File: src/rtl/core/vfl_pkg.sv
// shared types and constants for the vector field line fir core
// used by vfl_lane, vfl_merge and vector_field_line_fir_core; no dependencies
`default_nettype none

package vfl_pkg;

  // sample and tap formats (Q7.8 samples, Q0.15 taps)
  localparam int SAMPLE_BITS = 16;
  localparam int TAP_BITS    = 16;
  localparam int FRAC_SHIFT  = 15;
  localparam int PROD_BITS   = SAMPLE_BITS + TAP_BITS;

  // one lane per vector component
  localparam int LANES = 3;

  // default kernel size and configuration layout
  localparam int DEF_MAX_HALF_WIDTH = 3;
  localparam int HW_BITS            = 2;
  localparam int CFG_DATA_BITS      = 16;
  localparam int REG_HALF_WIDTH     = 0;
  localparam int REG_TAP_BASE       = 1;

  // reset kernel is a unit impulse
  localparam logic signed [TAP_BITS-1:0] TAP0_RESET = 16'sh7FFF;

  // output saturation limits
  localparam int SAT_HI = (1 << (SAMPLE_BITS - 1)) - 1;
  localparam int SAT_LO = -(1 << (SAMPLE_BITS - 1));

  typedef logic signed [SAMPLE_BITS-1:0] sample_t;
  typedef logic signed [TAP_BITS-1:0]    tap_t;
  typedef sample_t [LANES-1:0]           vec_t;

  // input beat
  typedef struct packed {
    logic signed [SAMPLE_BITS-1:0] in_x;
    logic signed [SAMPLE_BITS-1:0] in_y;
    logic signed [SAMPLE_BITS-1:0] in_z;
    logic                          line_last;
  } in_beat_t;

  // output beat
  typedef struct packed {
    logic signed [SAMPLE_BITS-1:0] out_x;
    logic signed [SAMPLE_BITS-1:0] out_y;
    logic signed [SAMPLE_BITS-1:0] out_z;
    logic                          run_last;
    logic                          line_done;
  } out_beat_t;

  // flags that travel down the pipeline with each result
  typedef struct packed {
    logic run_last;
    logic line_done;
  } ctl_t;

endpackage

`default_nettype wire

File: src/rtl/core/vfl_merge.sv
// merge stage: rounds and saturates the lane sums into one output beat
// depends on vfl_pkg
`default_nettype none

module vfl_merge #(
  parameter int ACC_BITS = vfl_pkg::PROD_BITS + $clog2(2 * vfl_pkg::DEF_MAX_HALF_WIDTH + 1)
) (
  input  logic                       clk,
  input  logic                       rst,
  input  logic                       in_valid,
  input  logic signed [ACC_BITS-1:0] acc [vfl_pkg::LANES],
  input  vfl_pkg::ctl_t              ctl,
  output logic                       ready,
  output logic                       result_valid,
  input  logic                       result_stall,
  output vfl_pkg::out_beat_t         result
);

  localparam int RB = ACC_BITS + 1 - vfl_pkg::FRAC_SHIFT;

  logic signed [ACC_BITS:0] biased [vfl_pkg::LANES];
  logic signed [RB-1:0]     rnd    [vfl_pkg::LANES];
  vfl_pkg::sample_t         sat    [vfl_pkg::LANES];

  // round half up, then clamp to the sample range
  always_comb begin
    for (int l = 0; l < vfl_pkg::LANES; l++) begin
      biased[l] = (ACC_BITS + 1)'(acc[l])
                + (ACC_BITS + 1)'(1 << (vfl_pkg::FRAC_SHIFT - 1));
      rnd[l]    = RB'(biased[l] >>> vfl_pkg::FRAC_SHIFT);
      if (rnd[l] > $signed(RB'(vfl_pkg::SAT_HI))) begin
        sat[l] = vfl_pkg::sample_t'(vfl_pkg::SAT_HI);
      end else if (rnd[l] < $signed(RB'(vfl_pkg::SAT_LO))) begin
        sat[l] = vfl_pkg::sample_t'(vfl_pkg::SAT_LO);
      end else begin
        sat[l] = vfl_pkg::SAMPLE_BITS'(rnd[l]);
      end
    end
  end

  assign ready = !result_valid || !result_stall;

  // output register
  always_ff @(posedge clk) begin
    if (rst) begin
      result_valid <= 1'b0;
    end else if (ready) begin
      result_valid <= in_valid;
    end
  end

  always_ff @(posedge clk) begin
    if (ready && in_valid) begin
      result.out_x     <= sat[0];
      result.out_y     <= sat[1];
      result.out_z     <= sat[2];
      result.run_last  <= ctl.run_last;
      result.line_done <= ctl.line_done;
    end
  end

endmodule

`default_nettype wire

File: config.mk
export PLATFORM = sky130hd
export DESIGN_NAME = vfl_merge
export DESIGN_NICKNAME = d
export VERILOG_FILES = /design/src/rtl/core/vfl_pkg.sv /design/src/rtl/core/vfl_merge.sv
export SDC_FILE = /design/constraint.sdc
export NUM_CORES = 1
export LEC_CHECK = 0
export ABC_AREA = 1
export BUFFER_PORTS_ARGS = -buffer_cell sky130_fd_sc_hd__buf_4
export CAP_MARGIN = 40
export CELL_PAD_IN_SITES_DETAIL_PLACEMENT = 1
export CELL_PAD_IN_SITES_GLOBAL_PLACEMENT = 2
export CORE_ASPECT_RATIO = 1.1
export CORE_MARGIN = 2
export CORE_UTILIZATION = 23
export CTS_CLUSTER_DIAMETER = 200
export DETAILED_ROUTE_END_ITERATION = 10
export PLACE_DENSITY_LB_ADDON = 0.1
export SYNTH_ARGS = -nofsm -noshare
export SYNTH_HDL_FRONTEND = slang
export SYNTH_SLANG_ARGS = --single-unit
File: constraint.sdc
create_clock -name clk -period 4 [get_ports clk]
set_input_delay 0.8 -clock clk [delete_from_list [all_inputs] [get_ports clk]]
set_output_delay 0.8 -clock clk [all_outputs]
set_load 0.1 [all_outputs]
==> impl_metrics.json <==
{
  "postRouteAntennaNets": 0,
  "worst_ep_arrival_time_ns": 2.48,
  "syn_inst": 473,
  "critical_path.cell_chain": "buf_4 -> ha_1 -> nand2_1 -> nor2_2 -> nand2_2 -> nor2_4 -> nand2_1 -> nand2_1 -> nand2_1 -> nor2_1 -> nand4_1 -> nand2_2 -> nand2_1",
  "cp.depth": 13,
  "drt_wl_total_um": 10500,
  "period_minus_slack_ns": 2.44,
  "drive_gt1_share_pct": 29.4,
  "dpl_cell_area_mm2": 0.00475,
  "htree_levels": 2,
  "synth_ff_type": "edfxtp_1",
  "fillers": 1919,
  "gp_congestion": 0.771,
  "setup_ws_ns": 1.56,
  "synth_nets": 587,
  "clockBufferDepth": 2,
  "synth-seq-cells": 51,
  "reg2regPathDepth": 2,
  "grt_pass1_vias": 3389,
  "startpoint": "acc[14]",
  "tritoncts_num_sinks": 51,
  "clock_latency_ns": 0.30,
  "r2r_slack_ns": 2.60,
  "drt_iter0_markers": 76,
  "syn2layout_area_growth_pct": 34.4,
  "io_pins": 163,
  "die-width_um": 124,
  "ctsRootBufferMaster": "clkbuf_16",
  "tightest_slew_ns": 0.657,
  "final_util_pct": 31.5,
  "path_clk_slew_ns": 0.07,
  "yosys.area.top_type": "edfxtp_1",
  "ir_drop_mv": 0.135,
  "finalNonFillerCells": 796,
  "dp_slack_ns": 1.22,
  "synthArstFlopShare_pct": 0,
  "max_cap_viol_count": 0,
  "dieArea_mm2": 0.0169,
  "yosysTopAreaCellShare_pct": 41.0,
  "routedWlPerCell_um": 13.2,
  "grt_overflow": 0,
  "critPathTopFamily": "simple AND/OR/NAND/NOR gates",
  "antenna-diode-count": 0,
  "synth_edf_count": 50,
  "fp-row-count": 48,
  "syn_area_mm2": 0.00366,
  "crit_type": "input port to flip-flop",
  "design_area_mm2": 0.00492,
  "hp-start": "result_valid",
  "cts_setup_buffers": 0,
  "ys_seq_area_share_pct": 41.6,
  "power_mw": 1.67,
  "cts_buffers": 5,
  "crit_path_end_kind": "flip-flop",
  "hold_ws_ns": 0.553,
  "path_buf_inv": 1,
  "postCtsHoldBufs": 0,
  "dp_hpwl_um": 8710,
  "r2r-end": "result[17]",
  "hold_viol": 0,
  "synth_common_cells": "186 x nand2_1, 54 x inv_1, 50 x edfxtp_1, 47 x nor2_1, 27 x xor2_1",
  "portBuffers": 120,
  "setup_viol": 0,
  "cts_tree": "built",
  "grt_max_degree": 51,
  "cp.required_ns": 4.04,
  "initial_utilization_pct": 23.4,
  "post-route-period-util_pct": 61.0,
  "rsz0062_at_grt": "false",
  "antenna_found_initial": 0,
  "vias": 3275,
  "avgSynthCellArea_um2": 7.74,
  "synth_area_leaders": "edfxtp_1 41%, nand2_1 19%, xor2_1 6.5%, inv_1 5.5%, nor2_1 4.8%",
  "die_y_um": 136,
  "ys_types": 23,
  "multi_input_area_mm2": 0.00187,
  "hold_class": "flip-flop to flip-flop",
  "grt_pass1_wl_um": 16900,
  "grt_use_total_pct": 12.5,
  "status": "complete, no violations",
  "slew_headroom_pct": 56.2,
  "numPlacedInstances": 788,
  "yosysMostFrequentCell": "nand2_1",
  "cellLeakagePower_nw": 2.23,
  "power_density_mw_per_mm2": 339,
  "cp_max_fo": 15,
  "fmax_mhz": 410,
  "vias_per_cell": 4.11,
  "critPathCapture": "result[15]",
  "slowest_stage": "nand2_2",
  "yosysWarnings": 0,
  "seq_area_mm2": 0.00152,
  "cts.repair.resized": 0,
  "tns_ns": 0,
  "critPathMaxStageDelay_ns": 0.26,
  "cpMostUsedCell": "nand2_1",
  "first_pass_iters": 4,
  "finalMaxSlewViolations": 0,
  "critPathLaunchType": "input port",
  "fin_worst_skew_ns": 0.00654,
  "drc": 0,
  "rr_startpoint": "result_valid",
  "nNetsFinal": 709,
  "core_area_mm2": 0.0156
}
power breakdown:
part / switching (mW) / total (mW) / internal (mW)
registers: 0.0110 / 0.642 / 0.631
clock network: 0.209 / 0.505 / 0.296
logic: 0.389 / 0.523 / 0.134
logic make-up after synthesis:
logic type | count (synthesis) | synth area share, %
and+or+nand+nor | 308 | 37.9
buffers and inverters | 60 | 7.62
xor gates and xnor gates | 44 | 10.7
AOI/OAI and AO/OA | 7 | 1.13
DFF | 51 | 41.6
adders and majority gates | 3 | 1.03
registers in the layout, summed over array words and instances, names as in the netlist:
register	cells
result	50
result_valid	1
worst min path at each step:
stage,end,cells after the start
2_1_floorplan,result_valid,1
3_3_place_gp,result_valid,2
3_5_place_dp,result_valid,2
4_1_cts,result_valid,2
5_1_grt,result_valid,2
6_report,result_valid,2
worst register-to-register path: cells and delay by family (launching register included):
kind	cells	cell delay [ns]
buffers and inverters	1	0.54
DFF	1	0.35
AOI/OAI and AO/OA	1	0.12
layout make-up:
class / count / share of cell area, %
flip-flops and latches: 51 / 30.9
clock buffers: 6 / 2.62
well taps: 200 / 5.09
clock inverters: 2 / 0.763
repair buffers: 121 / 18.5
inverters: 54 / 4.12
multi-input cells: 362 / 38.0
per-layer routing:
| metal | global-route usage (%) | routed length [um] | vias up |
|---|---|---|---|
| met4 | 4.31 | 150 | 0 |
| met1 | 14.7 | 4560 | 1485 |
| li1 | - | - | 1709 |
| met5 | 0 | 0 | - |
| met2 | 22.8 | 5360 | 73 |
| met3 | 2.44 | 471 | 8 |
cells in the final DEF, fill, tap and decap left out, drive strengths merged:
master	n
nand3b	1
ha	3
a31oi	1
clkinvlp	1
nand2	206
o21bai	2
nand4	4
nor3	8
buf	121
xor2	27
dfxtp	1
nor2	67
clkbuf	6
bufinv	1
xnor2	17
inv	54
edfxtp	50
nand3	22
a21oi	4
(Power assumes the default switching activity.)
